### src/tclp_pkg.sv
// ----------------------------------------------------------------------------
// tclp_pkg
// Shared types and constants of the text command line parser: character
// classes, queue entries, result records and the keyword tables.
// ----------------------------------------------------------------------------
`default_nettype none

package tclp_pkg;

  localparam int KW_COUNT     = 16;
  localparam int KW_WRITE_BIT = 11;
  localparam int QUEUE_DEPTH  = 4;
  localparam int QPTR_W       = $clog2(QUEUE_DEPTH);
  localparam int TDATA_W      = 80;

  typedef enum logic [1:0] {
    CH_TOKEN = 2'd0,
    CH_SEP   = 2'd1,
    CH_TERM  = 2'd2
  } ch_kind_t;

  typedef enum logic [3:0] {
    CMD_NONE    = 4'd0,
    CMD_PING    = 4'd1,
    CMD_HELP    = 4'd2,
    CMD_INFO    = 4'd3,
    CMD_STATUS  = 4'd4,
    CMD_FLASH   = 4'd5,
    CMD_READ    = 4'd6,
    CMD_ERASE   = 4'd7,
    CMD_WRITE   = 4'd8,
    CMD_CRC     = 4'd9,
    CMD_BOOT    = 4'd10,
    CMD_RESET   = 4'd11,
    CMD_UNKNOWN = 4'd12
  } cmd_type_t;

  typedef enum logic {
    KIND_TEXT    = 1'b0,
    KIND_COMMAND = 1'b1
  } item_kind_t;

  typedef struct packed {
    ch_kind_t    kind;
    logic [7:0]  ch;
    logic        is_digit;
    logic [3:0]  digit;
  } q_item_t;

  typedef struct packed {
    item_kind_t  item_kind;
    logic [7:0]  text_byte;
    cmd_type_t   command_type;
    logic [31:0] offset_value;
    logic [31:0] size_value;
    logic        offset_valid;
    logic        size_valid;
  } res_t;

  localparam logic [7:0] KW_TEXT [KW_COUNT][8] = '{
    '{"P", "I", "N", "G", 8'h00, 8'h00, 8'h00, 8'h00},
    '{"H", "E", "L", "P", 8'h00, 8'h00, 8'h00, 8'h00},
    '{"?", 8'h00, 8'h00, 8'h00, 8'h00, 8'h00, 8'h00, 8'h00},
    '{"I", "N", "F", "O", 8'h00, 8'h00, 8'h00, 8'h00},
    '{"S", "T", "A", "T", "U", "S", 8'h00, 8'h00},
    '{"D", "I", "A", "G", 8'h00, 8'h00, 8'h00, 8'h00},
    '{"F", "L", "A", "S", "H", 8'h00, 8'h00, 8'h00},
    '{"M", "A", "P", 8'h00, 8'h00, 8'h00, 8'h00, 8'h00},
    '{"R", "E", "A", "D", 8'h00, 8'h00, 8'h00, 8'h00},
    '{"D", "U", "M", "P", 8'h00, 8'h00, 8'h00, 8'h00},
    '{"E", "R", "A", "S", "E", 8'h00, 8'h00, 8'h00},
    '{"W", "R", "I", "T", "E", 8'h00, 8'h00, 8'h00},
    '{"C", "R", "C", 8'h00, 8'h00, 8'h00, 8'h00, 8'h00},
    '{"B", "O", "O", "T", 8'h00, 8'h00, 8'h00, 8'h00},
    '{"S", "T", "A", "R", "T", 8'h00, 8'h00, 8'h00},
    '{"R", "E", "S", "E", "T", 8'h00, 8'h00, 8'h00}
  };

  localparam logic [2:0] KW_LEN [KW_COUNT] = '{
    3'd4, 3'd4, 3'd1, 3'd4, 3'd6, 3'd4, 3'd5, 3'd3,
    3'd4, 3'd4, 3'd5, 3'd5, 3'd3, 3'd4, 3'd5, 3'd5
  };

  localparam cmd_type_t KW_TYPE [KW_COUNT] = '{
    CMD_PING, CMD_HELP, CMD_HELP, CMD_INFO, CMD_STATUS, CMD_STATUS, CMD_FLASH, CMD_FLASH,
    CMD_READ, CMD_READ, CMD_ERASE, CMD_WRITE, CMD_CRC, CMD_BOOT, CMD_BOOT, CMD_RESET
  };

endpackage

`default_nettype wire

### src/tclp_front.sv
// ----------------------------------------------------------------------------
// tclp_front
// Input side: accepts characters and classifies each one as terminator,
// separator or token character, upper-casing letters and decoding digits.
// ----------------------------------------------------------------------------
`default_nettype none

module tclp_front
  import tclp_pkg::*;
(
  input  wire logic    in_tvalid,
  output logic         in_tready,
  input  wire logic [7:0] in_tdata,   // [7:0] char_in
  output logic         q_wr_valid,
  output q_item_t      q_wr_item,
  input  wire logic    q_wr_ready
);

  logic [7:0] c;

  assign c          = in_tdata;
  assign in_tready  = q_wr_ready;
  assign q_wr_valid = in_tvalid;

  always_comb begin
    q_wr_item          = '0;
    q_wr_item.kind     = CH_TOKEN;
    q_wr_item.ch       = c;
    q_wr_item.is_digit = c inside {[8'h30:8'h39]};
    q_wr_item.digit    = c[3:0];
    if (c == 8'h00) begin
      q_wr_item.kind = CH_TERM;
    end else if (c inside {8'h20, 8'h09, 8'h0D, 8'h0A}) begin
      q_wr_item.kind = CH_SEP;
    end else if (c inside {[8'h61:8'h7A]}) begin
      q_wr_item.ch = c - 8'h20;
    end
  end

endmodule

`default_nettype wire

### src/tclp_queue.sv
// ----------------------------------------------------------------------------
// tclp_queue
// Short first-in first-out queue of classified characters between the input
// side and the parser, so that each side can stall on its own.
// ----------------------------------------------------------------------------
`default_nettype none

module tclp_queue
  import tclp_pkg::*;
(
  input  wire logic    clk,
  input  wire logic    rst_n,
  input  wire logic    wr_valid,
  input  q_item_t      wr_item,
  output logic         wr_ready,
  output logic         rd_valid,
  output q_item_t      rd_item,
  input  wire logic    rd_ready
);

  q_item_t           mem_r [QUEUE_DEPTH];
  logic [QPTR_W-1:0] wr_ptr_r;
  logic [QPTR_W-1:0] rd_ptr_r;
  logic [QPTR_W:0]   count_r;
  logic              do_wr;
  logic              do_rd;

  assign wr_ready = (count_r != (QPTR_W+1)'(QUEUE_DEPTH));
  assign rd_valid = (count_r != '0);
  assign rd_item  = mem_r[rd_ptr_r];
  assign do_wr    = wr_valid && wr_ready;
  assign do_rd    = rd_valid && rd_ready;

  always_ff @(posedge clk) begin
    if (do_wr) begin
      mem_r[wr_ptr_r] <= wr_item;
    end
  end

  always_ff @(posedge clk) begin
    if (!rst_n) begin
      wr_ptr_r <= '0;
      rd_ptr_r <= '0;
      count_r  <= '0;
    end else begin
      if (do_wr) begin
        wr_ptr_r <= wr_ptr_r + 1'b1;
      end
      if (do_rd) begin
        rd_ptr_r <= rd_ptr_r + 1'b1;
      end
      if (do_wr && !do_rd) begin
        count_r <= count_r + 1'b1;
      end else if (do_rd && !do_wr) begin
        count_r <= count_r - 1'b1;
      end
    end
  end

endmodule

`default_nettype wire

### src/tclp_back.sv
// ----------------------------------------------------------------------------
// tclp_back
// Parser: builds the three tokens one character at a time, tracks keyword
// matches and decimal arguments, emits payload bytes and the command result.
// ----------------------------------------------------------------------------
`default_nettype none

module tclp_back
  import tclp_pkg::*;
#(
  parameter int KEYWORD_TOKEN_CHARS = 31,
  parameter int ARG_TOKEN_CHARS     = 31,
  parameter int TEXT_TOKEN_CHARS    = 259,
  parameter int TEXT_BYTES          = 64
) (
  input  wire logic clk,
  input  wire logic rst_n,
  input  wire logic q_valid,
  input  q_item_t   q_item,
  output logic      q_ready,
  output logic      res_valid,
  output res_t      res,
  input  wire logic res_ready
);

  localparam int MAX_LIM_A = (KEYWORD_TOKEN_CHARS > ARG_TOKEN_CHARS) ?
                             KEYWORD_TOKEN_CHARS : ARG_TOKEN_CHARS;
  localparam int MAX_LIM   = (MAX_LIM_A > TEXT_TOKEN_CHARS) ? MAX_LIM_A : TEXT_TOKEN_CHARS;
  localparam int CNT_W     = $clog2(MAX_LIM + 1);
  localparam int SENT_W    = $clog2(TEXT_BYTES + 1);

  logic [1:0]          tok_num_r,   tok_num_nxt;
  logic                in_tok_r,    in_tok_nxt;
  logic [CNT_W-1:0]    cnt_r,       cnt_nxt;
  logic [KW_COUNT-1:0] mask_r,      mask_nxt;
  logic                first_r,     first_nxt;
  logic [31:0]         arg1_val_r,  arg1_val_nxt;
  logic [1:0]          arg1_flg_r,  arg1_flg_nxt;
  logic [31:0]         arg2_val_r,  arg2_val_nxt;
  logic [1:0]          arg2_flg_r,  arg2_flg_nxt;
  logic [SENT_W-1:0]   sent_r,      sent_nxt;
  logic                out_valid_r, out_valid_nxt;
  res_t                out_r,       out_nxt;

  logic                pop;
  logic                do_close;
  logic [CNT_W-1:0]    limit;
  cmd_type_t           kt;
  logic                a1;
  logic                a2;

  assign pop       = q_valid && (!out_valid_r || res_ready);
  assign q_ready   = pop;
  assign res_valid = out_valid_r;
  assign res       = out_r;

  always_comb begin
    case (tok_num_r)
      2'd0:    limit = CNT_W'(KEYWORD_TOKEN_CHARS);
      2'd1:    limit = CNT_W'(ARG_TOKEN_CHARS);
      default: limit = CNT_W'(TEXT_TOKEN_CHARS);
    endcase
  end

  always_comb begin
    tok_num_nxt   = tok_num_r;
    in_tok_nxt    = in_tok_r;
    cnt_nxt       = cnt_r;
    mask_nxt      = mask_r;
    first_nxt     = first_r;
    arg1_val_nxt  = arg1_val_r;
    arg1_flg_nxt  = arg1_flg_r;
    arg2_val_nxt  = arg2_val_r;
    arg2_flg_nxt  = arg2_flg_r;
    sent_nxt      = sent_r;
    out_nxt       = out_r;
    out_valid_nxt = out_valid_r && !res_ready;
    kt            = CMD_NONE;
    a1            = 1'b0;
    a2            = 1'b0;
    do_close      = 1'b0;

    if (pop) begin
      case (q_item.kind)
        CH_TERM, CH_SEP: do_close = in_tok_r;
        CH_TOKEN:        do_close = in_tok_r && (tok_num_r != 2'd3) && (cnt_r >= limit);
        default:         do_close = 1'b0;
      endcase

      if (do_close) begin
        if (tok_num_nxt == 2'd0) begin
          for (int k = 0; k < KW_COUNT; k++) begin
            if (CNT_W'(KW_LEN[k]) != cnt_nxt) begin
              mask_nxt[k] = 1'b0;
            end
          end
          first_nxt = 1'b1;
        end
        if (tok_num_nxt != 2'd3) begin
          tok_num_nxt = tok_num_nxt + 2'd1;
        end
        in_tok_nxt = 1'b0;
        cnt_nxt    = '0;
      end

      case (q_item.kind)
        CH_TERM: begin
          out_nxt           = '0;
          out_nxt.item_kind = KIND_COMMAND;
          a1                = (arg1_flg_r == 2'b01);
          a2                = (arg2_flg_r == 2'b01);
          if (first_nxt) begin
            for (int k = 0; k < KW_COUNT; k++) begin
              if (mask_nxt[k]) begin
                kt = KW_TYPE[k];
              end
            end
            case (kt)
              CMD_NONE: begin
                out_nxt.command_type = CMD_UNKNOWN;
              end
              CMD_READ: begin
                if (a1) begin
                  out_nxt.offset_value = arg1_val_r;
                end
                if (a1 && a2) begin
                  out_nxt.command_type = CMD_READ;
                  out_nxt.size_value   = arg2_val_r;
                  out_nxt.offset_valid = 1'b1;
                  out_nxt.size_valid   = 1'b1;
                end else begin
                  out_nxt.command_type = CMD_UNKNOWN;
                end
              end
              CMD_ERASE, CMD_CRC: begin
                if (a1) begin
                  out_nxt.command_type = kt;
                  out_nxt.size_value   = arg1_val_r;
                  out_nxt.size_valid   = 1'b1;
                end else begin
                  out_nxt.command_type = CMD_UNKNOWN;
                end
              end
              CMD_WRITE: begin
                if (a1) begin
                  out_nxt.offset_value = arg1_val_r;
                end
                if (a1 && arg2_flg_r[0]) begin
                  out_nxt.command_type = CMD_WRITE;
                  out_nxt.offset_valid = 1'b1;
                end else begin
                  out_nxt.command_type = CMD_UNKNOWN;
                end
              end
              default: begin
                out_nxt.command_type = kt;
              end
            endcase
          end
          out_valid_nxt = 1'b1;
          tok_num_nxt   = 2'd0;
          in_tok_nxt    = 1'b0;
          cnt_nxt       = '0;
          mask_nxt      = '1;
          first_nxt     = 1'b0;
          arg1_val_nxt  = '0;
          arg1_flg_nxt  = '0;
          arg2_val_nxt  = '0;
          arg2_flg_nxt  = '0;
          sent_nxt      = '0;
        end
        CH_TOKEN: begin
          if (tok_num_nxt != 2'd3) begin
            in_tok_nxt = 1'b1;
            case (tok_num_nxt)
              2'd0: begin
                for (int k = 0; k < KW_COUNT; k++) begin
                  if ((cnt_nxt >= CNT_W'(KW_LEN[k])) || (KW_TEXT[k][cnt_nxt[2:0]] != q_item.ch)) begin
                    mask_nxt[k] = 1'b0;
                  end
                end
              end
              2'd1: begin
                arg1_flg_nxt[0] = 1'b1;
                if (q_item.is_digit) begin
                  arg1_val_nxt = {arg1_val_r[28:0], 3'b000} + {arg1_val_r[30:0], 1'b0}
                                 + {28'd0, q_item.digit};
                end else begin
                  arg1_flg_nxt[1] = 1'b1;
                end
              end
              default: begin
                arg2_flg_nxt[0] = 1'b1;
                if (q_item.is_digit) begin
                  arg2_val_nxt = {arg2_val_r[28:0], 3'b000} + {arg2_val_r[30:0], 1'b0}
                                 + {28'd0, q_item.digit};
                end else begin
                  arg2_flg_nxt[1] = 1'b1;
                end
                if (mask_nxt[KW_WRITE_BIT] && (arg1_flg_r == 2'b01) &&
                    (sent_r < SENT_W'(TEXT_BYTES))) begin
                  sent_nxt          = sent_r + 1'b1;
                  out_nxt           = '0;
                  out_nxt.item_kind = KIND_TEXT;
                  out_nxt.text_byte = q_item.ch;
                  out_valid_nxt     = 1'b1;
                end
              end
            endcase
            cnt_nxt = cnt_nxt + 1'b1;
          end
        end
        default: begin
        end
      endcase
    end
  end

  always_ff @(posedge clk) begin
    out_r <= out_nxt;
    if (!rst_n) begin
      tok_num_r   <= 2'd0;
      in_tok_r    <= 1'b0;
      cnt_r       <= '0;
      mask_r      <= '1;
      first_r     <= 1'b0;
      arg1_val_r  <= '0;
      arg1_flg_r  <= '0;
      arg2_val_r  <= '0;
      arg2_flg_r  <= '0;
      sent_r      <= '0;
      out_valid_r <= 1'b0;
    end else begin
      tok_num_r   <= tok_num_nxt;
      in_tok_r    <= in_tok_nxt;
      cnt_r       <= cnt_nxt;
      mask_r      <= mask_nxt;
      first_r     <= first_nxt;
      arg1_val_r  <= arg1_val_nxt;
      arg1_flg_r  <= arg1_flg_nxt;
      arg2_val_r  <= arg2_val_nxt;
      arg2_flg_r  <= arg2_flg_nxt;
      sent_r      <= sent_nxt;
      out_valid_r <= out_valid_nxt;
    end
  end

endmodule

`default_nettype wire

### src/text_command_line_parser_core.sv
// ----------------------------------------------------------------------------
// text_command_line_parser_core
// Parses a bootloader command line delivered one character per transfer.
// ----------------------------------------------------------------------------
// One character is taken per clock cycle, sustained, while the result side
// keeps up; a zero character ends the line and yields one command result,
// and the first TEXT_BYTES payload bytes of a WRITE appear as text results as
// they arrive. A character's result passes through the classifier queue and
// then through the parser's output register. The parser's per-character
// update compares a keyword character against all keywords, or adds an
// argument character into its decimal argument. A four-entry queue absorbs
// short output stalls.
`default_nettype none

module text_command_line_parser_core
  import tclp_pkg::*;
#(
  parameter int KEYWORD_TOKEN_CHARS = 31,
  parameter int ARG_TOKEN_CHARS     = 31,
  parameter int TEXT_TOKEN_CHARS    = 259,
  parameter int TEXT_BYTES          = 64
) (
  input  wire logic               clk,
  input  wire logic               rst_n,
  input  wire logic               in_tvalid,
  output logic                    in_tready,
  input  wire logic [7:0]         in_tdata,   // [7:0] char_in
  output logic                    out_tvalid,
  input  wire logic               out_tready,
  // [7:0] text_byte, [11:8] command_type, [43:12] offset_value,
  // [75:44] size_value, [76] offset_valid, [77] size_valid, [79:78] zero
  output logic [TDATA_W-1:0]      out_tdata,
  output logic                    out_tuser   // [0] item_kind
);

  logic    q_wr_valid;
  q_item_t q_wr_item;
  logic    q_wr_ready;
  logic    q_rd_valid;
  q_item_t q_rd_item;
  logic    q_rd_ready;
  res_t    res;

  tclp_front u_front (
    .in_tvalid  (in_tvalid),
    .in_tready  (in_tready),
    .in_tdata   (in_tdata),
    .q_wr_valid (q_wr_valid),
    .q_wr_item  (q_wr_item),
    .q_wr_ready (q_wr_ready)
  );

  tclp_queue u_queue (
    .clk      (clk),
    .rst_n    (rst_n),
    .wr_valid (q_wr_valid),
    .wr_item  (q_wr_item),
    .wr_ready (q_wr_ready),
    .rd_valid (q_rd_valid),
    .rd_item  (q_rd_item),
    .rd_ready (q_rd_ready)
  );

  tclp_back #(
    .KEYWORD_TOKEN_CHARS (KEYWORD_TOKEN_CHARS),
    .ARG_TOKEN_CHARS     (ARG_TOKEN_CHARS),
    .TEXT_TOKEN_CHARS    (TEXT_TOKEN_CHARS),
    .TEXT_BYTES          (TEXT_BYTES)
  ) u_back (
    .clk       (clk),
    .rst_n     (rst_n),
    .q_valid   (q_rd_valid),
    .q_item    (q_rd_item),
    .q_ready   (q_rd_ready),
    .res_valid (out_tvalid),
    .res       (res),
    .res_ready (out_tready)
  );

  assign out_tuser = res.item_kind;
  assign out_tdata = {2'b00, res.size_valid, res.offset_valid, res.size_value,
                      res.offset_value, res.command_type, res.text_byte};

endmodule

`default_nettype wire

### config.mk
export PLATFORM = sky130hd
export DESIGN_NAME = text_command_line_parser_core
export DESIGN_NICKNAME = d
export VERILOG_FILES = /design/src/tclp_pkg.sv /design/src/tclp_front.sv /design/src/tclp_queue.sv /design/src/tclp_back.sv /design/src/text_command_line_parser_core.sv
export SDC_FILE = /design/constraint.sdc
export NUM_CORES = 1
export LEC_CHECK = 0
export BUFFER_PORTS_ARGS = -buffer_cell sky130_fd_sc_hd__buf_2
export CAP_MARGIN = 20
export CORE_AREA = 2 2 145 218
export CTS_CLUSTER_SIZE = 20
export DETAILED_ROUTE_END_ITERATION = 12
export DIE_AREA = 0 0 147 220
export PLACE_DENSITY_LB_ADDON = 0.25
export SETUP_SLACK_MARGIN = 0.4
export SLEW_MARGIN = 30
export SYNTH_ARGS = -nofsm -noshare
export SYNTH_HDL_FRONTEND = slang
export SYNTH_SLANG_ARGS = --single-unit
### constraint.sdc
create_clock -name clk -period 14.6 [get_ports clk]
set_input_delay 2.19 -clock clk [delete_from_list [all_inputs] [get_ports clk]]
set_output_delay 2.19 -clock clk [all_outputs]
set_load 0.005 [all_outputs]
After elaboration in Yosys (flattened, before gate mapping)
Memory sizes are Yosys's and may differ from the RTL's. A register that Yosys moved wholly into a read port is not among the register bits. Cells that the tools add are included.

Flip-flop bits (word level): 191. Bits in latches: 0. RAM bits: 60. Memory bits (read-only): 1024. Input port bits: 12. Output and inout bits: 83. Logic and storage cells: 324. Memories kept: 17.

Add/sub/neg operators: 12. Multiply operators: 0. Divide/modulo/power cells: 0. Order comparisons: 12. Equality and inequality tests: 44. Shift-type cells: 0. Multiplexer cells: 159. Bitwise gates (word level): 1. Reduce and logical (&&, ||, !) cells: 56.

Memory list: (name not given) (words 8, width 8, read ports 1, clocked after Yosys merged registers in 0, write ports 0, RTL line tclp_back.sv:178) `if ((cnt_nxt >= CNT_W'(KW_LEN[k])) || (KW_TEXT[k][cnt_nxt[2:0]] != q_item.ch)) begin`; (name not given) (words 8, width 8, read ports 1, clocked after Yosys merged registers in 0, write ports 0, RTL line tclp_back.sv:178); (name not given) (words 8, width 8, read ports 1, clocked after Yosys merged registers in 0, write ports 0, RTL line tclp_back.sv:178); (name not given) (words 8, width 8, read ports 1, clocked after Yosys merged registers in 0, write ports 0, RTL line tclp_back.sv:178); (name not given) (words 8, width 8, read ports 1, clocked after Yosys merged registers in 0, write ports 0, RTL line tclp_back.sv:178); (name not given) (words 8, width 8, read ports 1, clocked after Yosys merged registers in 0, write ports 0, RTL line tclp_back.sv:178); 11 more memories.

Operator list (count): two-way mux 8 bit (35); two-way mux 32 bit (8); two-way mux 79 bit (3); one-hot mux 32 bit (2 select lines) (3); one-hot mux 79 bit (2 select lines) (1); != test 8 bit (16); two-way mux 16 bit (5); two-way mux 70 bit (1); adder 32 bit (2); adder 32 x 4 -> 32 bit (2); two-way mux 1 bit (50); two-way mux 4 bit (10); two-way mux 9 bit (4); two-way mux 34 bit (1); one-hot mux 16 bit (2 select lines) (1); two-way mux 3 bit (10); two-way mux 2 bit (14); >= comparator 9 x 3 -> 1 bit (second input constant) (3); != test 3 x 9 -> 1 bit (first input constant) (3); AND reduction 5 bit (5); == test 8 x 4 -> 1 bit (second input constant) (3); two-way mux 7 bit (3); one-hot mux 9 bit (2 select lines) (1); logical OR 1 bit (17); other kinds (40) (83).

Logic depth before layout (Yosys ltp)
Gate-level depths: netlist (run 1).

Word-level depth: 33. Mapped depth: 20. Gate-level depth less buffers: 17.

Cells and area by module
From an unflattened synthesis (run 1), not the netlist that was laid out.

Cells, all modules: 1605. Area total of the unflattened synthesis: 15920.3 um^2.

By module, submodules not included: tclp_back (times used 1, cells an instance 1439, area each 12956.2 um^2, sequential area each 4474.3 um^2); tclp_queue (times used 1, cells an instance 126, area each 2692.6 um^2, sequential area each 1981.9 um^2); tclp_front (times used 1, cells an instance 37, area each 252.7 um^2, sequential area each 0.0 um^2); text_command_line_parser_core (times used 1, cells an instance 3, area each 18.8 um^2, sequential area each 0.0 um^2).

Least setup slack after synthesis (run 1)
No wires, ideal clock.

Path type: in2reg. Start point: in out_tready. End point: reg u_back.out_r (netlist bit u_back.res[0]) (enable). Setup time: 0.517 ns. Arrival: 6.460 ns. Required time: 14.083 ns. Path slack: 7.624 ns. Cell stages on the path: 6. Buffers on the path: 2. Cell sequence: nand2b_1 o31a_1 clkbuf_1 clkinv_1 clkbuf_1 nor2_1.

Word-level cells in the longest chain between the ends: 3.

RTL lines: start: declaration (RTL line text_command_line_parser_core.sv:29) `input wire logic out_tready,`; logical OR 1 bit (RTL line tclp_back.sv:52) `assign pop = q_valid && (!out_valid_r || res_ready);`; logical AND 1 bit (RTL line tclp_back.sv:52); AND reduction 5 bit (no line); end signal: assignment (RTL line tclp_back.sv:220) `out_r <= out_nxt;`; end: declaration (RTL line tclp_back.sv:43) `res_t out_r, out_nxt;`.

No other way between the ends. A chain may end at the register's enable or synchronous reset.

==> results of run 1 <==
how the worst max path moves through the flow:
stage                                  to  slack (ns)
floorplan                   u_back.res[0]        7.62
global placement    u_back.arg1_val_r[30]        9.50
detailed placement  u_back.arg1_val_r[30]        9.49
CTS                 u_back.arg1_val_r[30]        9.41
global route        u_back.arg1_val_r[30]        9.08
finish              u_back.arg1_val_r[30]        9.45
area by class of cell:
type	count	area share, %
Inverter	43	0.982
Multi-Input combinational cell	1188	51.8
Tap cell	405	3.04
Clock inverter	16	1.21
Clock buffer	30	3.92
Sequential cell	237	35.8
Timing Repair Buffer	103	3.25
power breakdown:
part	total (uW)	internal, uW	leakage [uW]	switching, uW
registers	868	803	0.00209	64.6
logic	941	314	0.00427	628
clock network	668	394	0.000416	274
layer usage:
metal / vias to the layer above / wire, um / part of all wire, % / GRT usage [%]
met5: - / 0 / 0 / 0
met3: 103 / 1460 / 3.9 / 2.42
met4: 0 / 1600 / 4.3 / 11.3
met2: 323 / 19600 / 53 / 43.9
li1: 5850 / - / - / -
met1: 5740 / 14300 / 39 / 24.3
worst reg2reg max path, stage by stage (launching register included):
cell       delay, ns
dfxtp_1         0.79
mux4_2          0.91
fa_1            0.54
ha_1            0.34
nor2b_1         0.17
o2111ai_1       0.27
o2111ai_1       0.27
a41oi_1         0.45
nor3_1          0.16
o41ai_1         0.65
o21ai_0         0.23
xnor2_1         0.17
o2bb2ai_1       0.07
state kept, by name, summed over array words and instances (netlist names), 3 cells and up, named ones only:
register / flops
u_back.res: 79
u_queue.mem_r: 44
u_back.arg1_val_r: 32
u_back.arg2_val_r: 32
u_back.mask_r: 16
u_back.cnt_r: 9
u_back.sent_r: 7
u_queue.count_r: 3
metrics by stage:
| stage | area [um^2] | total power, uW |
|---|---|---|
| 5_1_grt | 16700 | 2610 |
| 6_report | 16700 | 2480 |
| 4_1_cts | 16700 | 2480 |
| 2_1_floorplan | 15100 | 1540 |
| 3_5_place_dp | 15800 | 1810 |
| 3_3_place_gp | 15800 | 1790 |
logic make-up after synthesis:
family                     after synthesis  share of synthesized area, %
and+or+nand+nor                        478                          16.0
AOI/OAI and AO/OA                      455                          21.5
DFF                                    237                          39.7
adders and majority gates              143                          12.1
buffers and inverters                  119                          3.30
xor gates and xnor gates                90                          5.23
muxes                                   20                          2.27
other                                    1                        0.0249
cells in the final DEF, fill, tap and decap left out, drive strengths merged, types with 8 or more instances in the layout:
cell type	n
nor2	187
ha	138
edfxtp	123
dfxtp	114
buf	103
a21oi	97
o21ai	90
nand2	78
a22oi	78
xnor2	60
and2	52
inv	45
a21o	32
xor2	30
nand3	30
clkbuf	30
nor3	29
o21a	19
a31oi	19
nand4	18
and3	16
nor4	14
nand2b	13
o211ai	13
or3	12
mux4	11
a21boi	11
a211oi	10
o2bb2ai	9
nor2b	8
clkinv	8
==> run_results.csv, run 1 <==
group,metric,value,unit
status,run_status,"complete, no violations",
critical_path,crit_top_cell,"o2111ai_1",
logic_synthesis,synthTopCellsByArea,"edfxtp_1, dfxtp_1, ha_1",
sta,rsz0062_at_grt,"no",
cts,cts_tree,"built",
placed_design,dp_hpwl,27100,um
routing,wl_per_cell,18.3,um
critical_path,critPathTopFamily,"compound AO/OA/AOI/OAI gates",
sta,max_freq,194,MHz
final_layout,nets,1753,
critical_path,reg2reg_slack,9.45,ns
cts,cts-resized-gates,0,
cts,cts_hold_buf,0,
worst_hold_path,whs_path_depth,2,
floorplanning,die_h,220,um
floorplanning,rows,79,
routing,drc,0,
sta,setup_violations,0,
grt,antenna_found_initial,0,
logic_synthesis,synthMostInstantiatedCell,"nor2_1",
placed_design,place_inst,1976,
critical_path,worstPathArrival,5.57,ns
logic_synthesis,synthFlopType,"edfxtp_1",
routing,wirelength,37000,um
sta,finalHoldViolations,0,
power_and_ir_drop,p_per_area,148,nW/um^2
cts,cts_buffer_depth,3,
grt,grtUsageTotal,22.7,%
routing,drtIter0Drc,612,
logic_synthesis,synthesis.area,15100,um^2
worst_hold_path,hold_class,"register to register",
critical_path,r2r-end,"u_back.arg1_val_r[30]",
cts,clkSlewWorstSetupHoldPaths,0.06,ns
worst_hold_path,holdPathEnd,"u_back.mask_r[9]",
cts,htree_levels,1,
critical_path,cp_max_fo,22,
logic_synthesis,synthCells,1543,
sta,tightestPinTransition,0.947,ns
cts,cts_buffers,25,
placed_design,place_congestion,0.916,
critical_path,startpoint_type,"register",
grt,grt_first_pass_wirelength,59800,um
grt,grt_pass1_vias,12100,
floorplanning,die_w,147,um
cts,cts_root_buffer,"clkbuf_16",
logic_synthesis,ys_top_cells_by_count,"nor2_1, ha_1, edfxtp_1",
power_and_ir_drop,p_leak,0.00678,uW
critical_path,crit_type,"register to register",
critical_path,critPathBufInv,0,
routing,postRouteAntennaNets,0,
final_layout,multi_input_area,8650,um^2
final_layout,area_growth,10.8,%
grt,grt_max_degree,65,
critical_path,reg2reg_depth,12,
final_layout,drive_gt1_share,15.1,%
final_layout,utilization,54.5,%
logic_synthesis,synth.top_cell.area_share,24.5,%
critical_path,crit_cells,12,
cts,clk_latency,0.55,ns
critical_path,critPathCaptureType,"register",
sta,post-route-min-period,5.15,ns
final_layout,fin_cells,2022,
placed_design,post-place-ws,9.49,ns
power_and_ir_drop,vdd_drop_max,0.0883,mV
sta,drv_slew,0,
critical_path,worst_path_max_delay_cell,"mux4_2",
sta,setup_tns,0,ns
sta,timing.final.crit_share,35.3,%
grt,overflow,0,
cts,cts_setup_buffers,0,
sta,relSlewSlack,36.6,%
final_layout,diodes,0,
logic_synthesis,synth_edf_count,123,
critical_path,required,15.02,ns
floorplanning,coreArea,30600,um^2
floorplanning,dieArea,32300,um^2
sta,setup_slack,9.45,ns
floorplanning,initial_core_util,49.2,%
logic_synthesis,yosysTopAreaCell,"edfxtp_1",
worst_hold_path,hold_start,"u_back.mask_r[9]",
sta,whs,0.478,ns
logic_synthesis,seq_area_frac_synth,39.7,%
floorplanning,io_pins,95,
final_layout,ff_latch_area,5980,um^2
sta,clock_skew,0.0158,ns
flow_run,drv_cap,0,
cts,cts_sinks,237,
routing,via_count,12000,
routing,routed_via_density,5.94,
critical_path,max_stage_delay,0.90,ns
logic_synthesis,syn_avg_cell_area,9.77,um^2
placed_design,numPortBuffers,92,
routing,drt_first_pass_iters,5,
logic_synthesis,yosysWarningCount,0,
critical_path,critical_path.cell_chain,"mux4_2 > fa_1 > ha_1 > nor2b_1 > o2111ai_1 > o2111ai_1 > a41oi_1 > nor3_1 > o41ai_1 > o21ai_0 > xnor2_1 > o2bb2ai_1",
final_layout,fill_cells,2765,
logic_synthesis,synth_seq_cells,237,
logic_synthesis,ys_types,86,
logic_synthesis,async_reset_ff_share,0,%
Power figures use the tool's default switching activity.
==> inputs of run 2 (changes only) <==
==> constraint.sdc (replaced) <==
create_clock -name clk -period 4.9 [get_ports clk]
set_input_delay 0.735 -clock clk [delete_from_list [all_inputs] [get_ports clk]]
set_output_delay 0.735 -clock clk [all_outputs]
set_load 0.005 [all_outputs]
==> run 2 against run 1 <==
Against the previous run:
- combinational power increased to 3.1 times the previous value
- setup slack got worse by 8.8 ns
- largest power group unchanged
- die area unchanged
- clock-buffer cell count unchanged
==> run_results.csv, run 2 (same netlist as run 1, synthesis figures left out) <==
group,metric,value,unit
status,run_status,"complete, no violations",
worst_hold_path,whs_path_depth,2,
floorplanning,initial_core_util,49.2,%
power_and_ir_drop,vdd_drop_max,0.337,mV
critical_path,cp_max_fo,19,
placed_design,numPortBuffers,92,
final_layout,layout_commonest_cell,"nor2_1",
critical_path,required,5.36,ns
critical_path,critPathTopFamily,"simple AND/OR/NAND/NOR gates",
worst_hold_path,hold_class,"register to register",
sta,setup_slack,0.698,ns
placed_design,place_congestion,0.926,
cts,clkSlewWorstSetupHoldPaths,0.07,ns
power_and_ir_drop,combPwrFrac,39.9,%
power_and_ir_drop,power_switching,2870,uW
routing,wl_met1,14300,um
floorplanning,rows,79,
critical_path,reg2reg_depth,13,
critical_path,worstPathArrival,4.67,ns
grt,grtUsageTotal,23.4,%
sta,max_freq,238,MHz
floorplanning,dieArea,32300,um^2
cts,cts_buffers,24,
cts,cts_tree,"built",
final_layout,multi_input_area,8660,um^2
floorplanning,io_pins,95,
sta,drv_slew,0,
cts,cts_hold_buf,0,
routing,wl_per_cell,18.5,um
final_layout,drive_gt1_share,16.9,%
floorplanning,die_w,147,um
cts,htree_levels,1,
sta,setup_tns,0,ns
power_and_ir_drop,intPower,4560,uW
cts,cts_root_buffer,"clkbuf_16",
power_and_ir_drop,p_leak,0.00691,uW
placed_design,post-place-ws,0.347,ns
routing,routed_via_density,5.95,
power_and_ir_drop,switching_share,38.7,%
sta,post-route-min-period,4.20,ns
routing,wl_met2,20100,um
power_and_ir_drop,power_frac_clock,25.8,%
flow_run,drv_cap,0,
cts,clk_latency,0.54,ns
critical_path,critPathBufInv,3,
critical_path,worst_path_max_delay_cell,"nor2_2",
final_layout,diodes,0,
floorplanning,die_h,220,um
cts,cts_buffer_depth,3,
critical_path,startpoint_type,"register",
critical_path,crit_type,"register to register",
power_and_ir_drop,p_per_area,439,nW/um^2
final_layout,area_growth,12.4,%
worst_hold_path,holdPathEnd,"u_back.sent_r[6]",
final_layout,ff_latch_area,5980,um^2
grt,grt_max_degree,61,
routing,wirelength,37800,um
final_layout,fin_cells,2048,
grt,antenna_found_initial,0,
final_layout,final_cell_mix,"nor2_1, ha_1, edfxtp_1, dfxtp_1, a21oi_1",
final_layout,nets,1781,
placed_design,dp_hpwl,28300,um
sta,tightestPinTransition,0.804,ns
placed_design,place_inst,2005,
sta,timing.final.crit_share,85.8,%
sta,rsz0062_at_grt,"no",
critical_path,critical_path.cell_chain,"mux4_2 > inv_1 > ha_1 > nand2_1 > nand2_1 > nor2_2 > inv_1 > nor3_1 > o211ai_1 > a221oi_1 > buf_4 > nand4_1 > a21oi_1",
cts,cts_sinks,237,
sta,setup_violations,0,
grt,overflow,0,
worst_hold_path,hold_start,"u_back.sent_r[6]",
floorplanning,coreArea,30600,um^2
power_and_ir_drop,seqPwrFrac,34.3,%
sta,clock_skew,0.0177,ns
grt,grt_pass1_vias,12300,
critical_path,reg2reg_slack,0.70,ns
critical_path,r2r-end,"u_back.mask_r[11]",
grt,grt_first_pass_wirelength,61200,um
routing,via_count,12200,
sta,whs,0.456,ns
critical_path,max_stage_delay,0.58,ns
final_layout,fill_cells,2759,
final_layout,largest_reg_flops,79,
sta,relSlewSlack,45.7,%
critical_path,critPathCaptureType,"register",
routing,drtIter0Drc,702,
routing,dr_wl_met3,1440,um
routing,drt_first_pass_iters,5,
routing,drc,0,
sta,finalHoldViolations,0,
routing,routed.top_layer,"met4",
routing,postRouteAntennaNets,0,
## run 2: routing by layer
metal / track usage (%) / vias up
li1: - / 5905
met1: 24.5 / 5830
met2: 45.1 / 319
met3: 2.90 / 126
met4: 12.9 / 0
met5: 0 / -
## run 2: cell type report
cell class                      instances  share of cell area [%]
Sequential cell                       237                    35.3
Clock buffer                           30                    3.86
Clock inverter                         13                   0.945
Timing Repair Buffer                  132                    4.86
Tap cell                              405                    2.99
Inverter                               43                   0.953
Multi-Input combinational cell       1188                    51.1
## run 2: power by group through the flow
| stage | registers [uW] | clock network, uW | logic, uW |
|---|---|---|---|
| after floorplan | 2550 | 0 | 2030 |
| after global placement | 2590 | 0 | 2880 |
| after detailed placement | 2590 | 0 | 2930 |
| after CTS | 2550 | 1960 | 2950 |
| after global routing | 2580 | 2040 | 3250 |
| final | 2550 | 1920 | 2960 |
## run 2: repair_timing
item / in CTS / in global routing
gates cloned: 0 / 0
setup buffers: 0 / 0
resized for setup: 1 / 7
endpoints found under the setup margin: 32 / 90
hold endpoints to repair: 0 / 0
## run 2: worst register-to-register path: cells and delay by family (launching register included)
kind | cells | cell delay (ns)
compound gates | 3 | 0.72
fa+ha+maj | 1 | 0.30
buf+inv | 3 | 0.69
flops | 1 | 0.47
mux | 1 | 0.56
simple gates | 5 | 1.39
## run 2: metrics by stage
stage,cell area (um^2),util [%],power (uW)
6_report,16900,55.3,7430
5_1_grt,16900,55.3,7870
4_1_cts,16900,55.2,7460
3_3_place_gp,16100,52.6,5470
2_1_floorplan,15100,-,4580
3_5_place_dp,16100,52.6,5530
## run 2: how the worst max path moves through the flow
stage,to,slack (ns),cells past startpoint,startpoint
after detailed placement,u_back.res[35],0.35,12,register
after floorplan,u_back.arg2_val_r[27],0.43,15,register
final,u_back.mask_r[11],0.70,13,register
after CTS,u_back.arg1_val_r[30],0.44,14,register
after global routing,u_back.arg2_val_r[26],0.40,13,register
after global placement,u_back.res[36],0.48,12,register
==> inputs of run 3 (changes only) <==
--- a/config.mk
+++ b/config.mk
@@ -12,6 +12,7 @@
 export DETAILED_ROUTE_END_ITERATION = 12
 export DIE_AREA = 0 0 147 220
 export PLACE_DENSITY_LB_ADDON = 0.25
+export RECOVER_POWER = 50
 export SETUP_SLACK_MARGIN = 0.4
 export SLEW_MARGIN = 30
 export SYNTH_ARGS = -nofsm -noshare
==> run 3 against run 2 <==
Against the previous run:
- the flow now finishes with violations (capacitance limit, slew limit)
- combinational power hardly changed
- clock skew grew 0.0012 ns
- via count down 0.14%
- critical path depth stayed put
- clock power is essentially flat
- maximum frequency shrank 3.8%
- flip-flop and latch count unchanged
- utilization fell by 0.27 points
- non-clock buffer count stayed put
- final cell count unchanged
- critical path type unchanged
- critical endpoint is now u_back.res[5]
- highest routed layer unchanged
==> run_results.csv, run 3 (same netlist as run 1, synthesis figures left out) <==
group,metric,value,unit
critical_path,worstPathArrival,4.65,ns
power_and_ir_drop,combPwrFrac,39.7,%
floorplanning,die_h,220,um
sta,relSlewSlack,-88.7,%
grt,global_route.usage.met1,24.5,%
sta,finalHoldViolations,0,
cts,cts_tree,"built",
cts,cts_root_buffer,"clkbuf_16",
flow_run,drv_cap,1,
critical_path,r2r-end,"u_back.res[5]",
sta,rsz0062_at_grt,"no",
power_and_ir_drop,power_switching,2880,uW
cts,cts_buffer_depth,3,
grt,grtUsageTotal,23.4,%
final_layout,largest_reg_flops,79,
final_layout,area_growth,11.9,%
grt,met2_usage,45.1,%
cts,cts_setup_buffers,0,
critical_path,critPathCaptureType,"register",
floorplanning,initial_core_util,49.2,%
grt,grtUsageMet3,2.90,%
floorplanning,coreArea,30600,um^2
final_layout,utilization,55.0,%
critical_path,cp-endpoint,"u_back.res[5]",
power_and_ir_drop,intPower,4540,uW
sta,whs,0.456,ns
cts,htree_levels,1,
sta,timing.final.crit_share,89.1,%
placed_design,place_inst,2005,
status,run_status,"finished with violations",
routing,wirelength,37900,um
critical_path,reg2reg_slack,0.53,ns
routing,drt_first_pass_iters,5,
grt,antenna_found_initial,0,
routing,drc,0,
routing,via_count,12200,
power_and_ir_drop,power_frac_clock,25.9,%
critical_path,reg2reg_depth,13,
final_layout,nets,1781,
cts,cts_buffers,24,
grt,grt_max_degree,61,
power_and_ir_drop,switching_share,38.8,%
routing,postRouteAntennaNets,0,
final_layout,diodes,0,
critical_path,crit_type,"register to register",
power_and_ir_drop,vdd_drop_max,0.329,mV
routing,drtIter0Drc,717,
final_layout,fin_cells,2048,
final_layout,final_cell_mix,"nor2_1, ha_1, edfxtp_1, dfxtp_1, a21oi_1",
sta,tightestPinTransition,2.83,ns
floorplanning,dieArea,32300,um^2
cts,cts_hold_buf,0,
cts,clk_latency,0.54,ns
worst_hold_path,hold_class,"register to register",
sta,post-route-min-period,4.37,ns
grt,grt.busiest_layer,"met2",
critical_path,cp_max_fo,32,
grt,grt_first_pass_wirelength,61200,um
final_layout,layout_commonest_cell,"nor2_1",
placed_design,place_congestion,0.926,
floorplanning,io_pins,95,
grt,overflow,0,
routing,wl_per_cell,18.5,um
critical_path,required,5.18,ns
power_and_ir_drop,p_leak,0.00675,uW
floorplanning,die_w,147,um
routing,routed_via_density,5.94,
cts,cts_sinks,237,
floorplanning,rows,79,
sta,setup_tns,0,ns
grt,grt_pass1_vias,12300,
sta,max_freq,229,MHz
power_and_ir_drop,seqPwrFrac,34.4,%
final_layout,drive_gt1_share,13.5,%
sta,clock_skew,0.0189,ns
placed_design,dp_hpwl,28300,um
cts,clkSlewWorstSetupHoldPaths,0.06,ns
critical_path,startpoint_type,"register",
sta,setup_violations,0,
power_and_ir_drop,p_per_area,440,nW/um^2
placed_design,numPortBuffers,92,
power_and_ir_drop,power,7420,uW
sta,drv_slew,61,
final_layout,fill_cells,2780,
status,violations,"capacitance limit, slew limit",
==> run 3: cell count changes in the layout (fill, tap and decap cells not counted), sizes merged <==
cell	before	now
clkbuf	30	83
buf	132	79
clkinv	7	8
inv	43	42
==> run 3: power by group through the flow <==
stage | combinational, uW | clock (uW) | sequential [uW]
after global placement | 2880 | 0 | 2590
final | 2940 | 1920 | 2550
after global routing | 3230 | 2040 | 2580
after floorplan | 2030 | 0 | 2550
after detailed placement | 2930 | 0 | 2590
after CTS | 2950 | 1960 | 2550
==> run 3: layout make-up <==
class / instances / area (um^2) / area share [%]
Multi-Input combinational cell: 1188 / 8650 / 51.3
Timing Repair Buffer: 132 / 748 / 4.44
Clock buffer: 30 / 654 / 3.88
Tap cell: 405 / 507 / 3.01
Sequential cell: 237 / 5980 / 35.4
Inverter: 43 / 161 / 0.957
Clock inverter: 13 / 160 / 0.950
==> run 3: repair_timing <==
action                     in CTS  in global routing
gates resized for setup         1                  7
setup endpoints to repair      32                 90
hold endpoints to repair        0                  0
==> run 3: per-layer routing <==
metal  up-vias  wire length [um]  part of all wire, %
met4         0              1880                  5.0
met1      5831             14400                   38
met5         -                 0                    0
met3       122              1380                  3.7
met2       299             20200                   53
li1       5911                 -                    -
==> run 3: how the worst min path moves through the flow <==
stage,start,to,slack (ns),depth (start not counted)
2_1_floorplan,u_back.sent_r[6],u_back.sent_r[6],0.43,2
3_3_place_gp,u_back.sent_r[6],u_back.sent_r[6],0.44,2
3_5_place_dp,u_back.sent_r[6],u_back.sent_r[6],0.45,2
4_1_cts,in_tdata[0],u_queue.mem_r[3][5],0.45,1
5_1_grt,u_back.sent_r[6],u_back.sent_r[6],0.49,2
6_report,u_back.sent_r[6],u_back.sent_r[6],0.46,2
==> run 3: through the flow <==
stage / setup WS (ns) / cell area [um^2]
after CTS: 0.436 / 16900
after global routing: 0.208 / 16900
after floorplan: 0.428 / 15100
final: 0.532 / 16900
after detailed placement: 0.347 / 16100
after global placement: 0.484 / 16100
==> run 3: worst max-delay path: stages, from the launching register on <==
cell,delay [ns]
dfxtp_1,0.61
mux4_2,0.59
inv_1,0.10
ha_1,0.26
nand3_1,0.12
a21oi_2,0.25
o311a_4,0.35
nand2_2,0.13
a2111o_1,0.50
a221oi_2,0.44
nor2_1,0.20
o21ai_4,0.20
buf_12,0.24
nor2_1,0.09
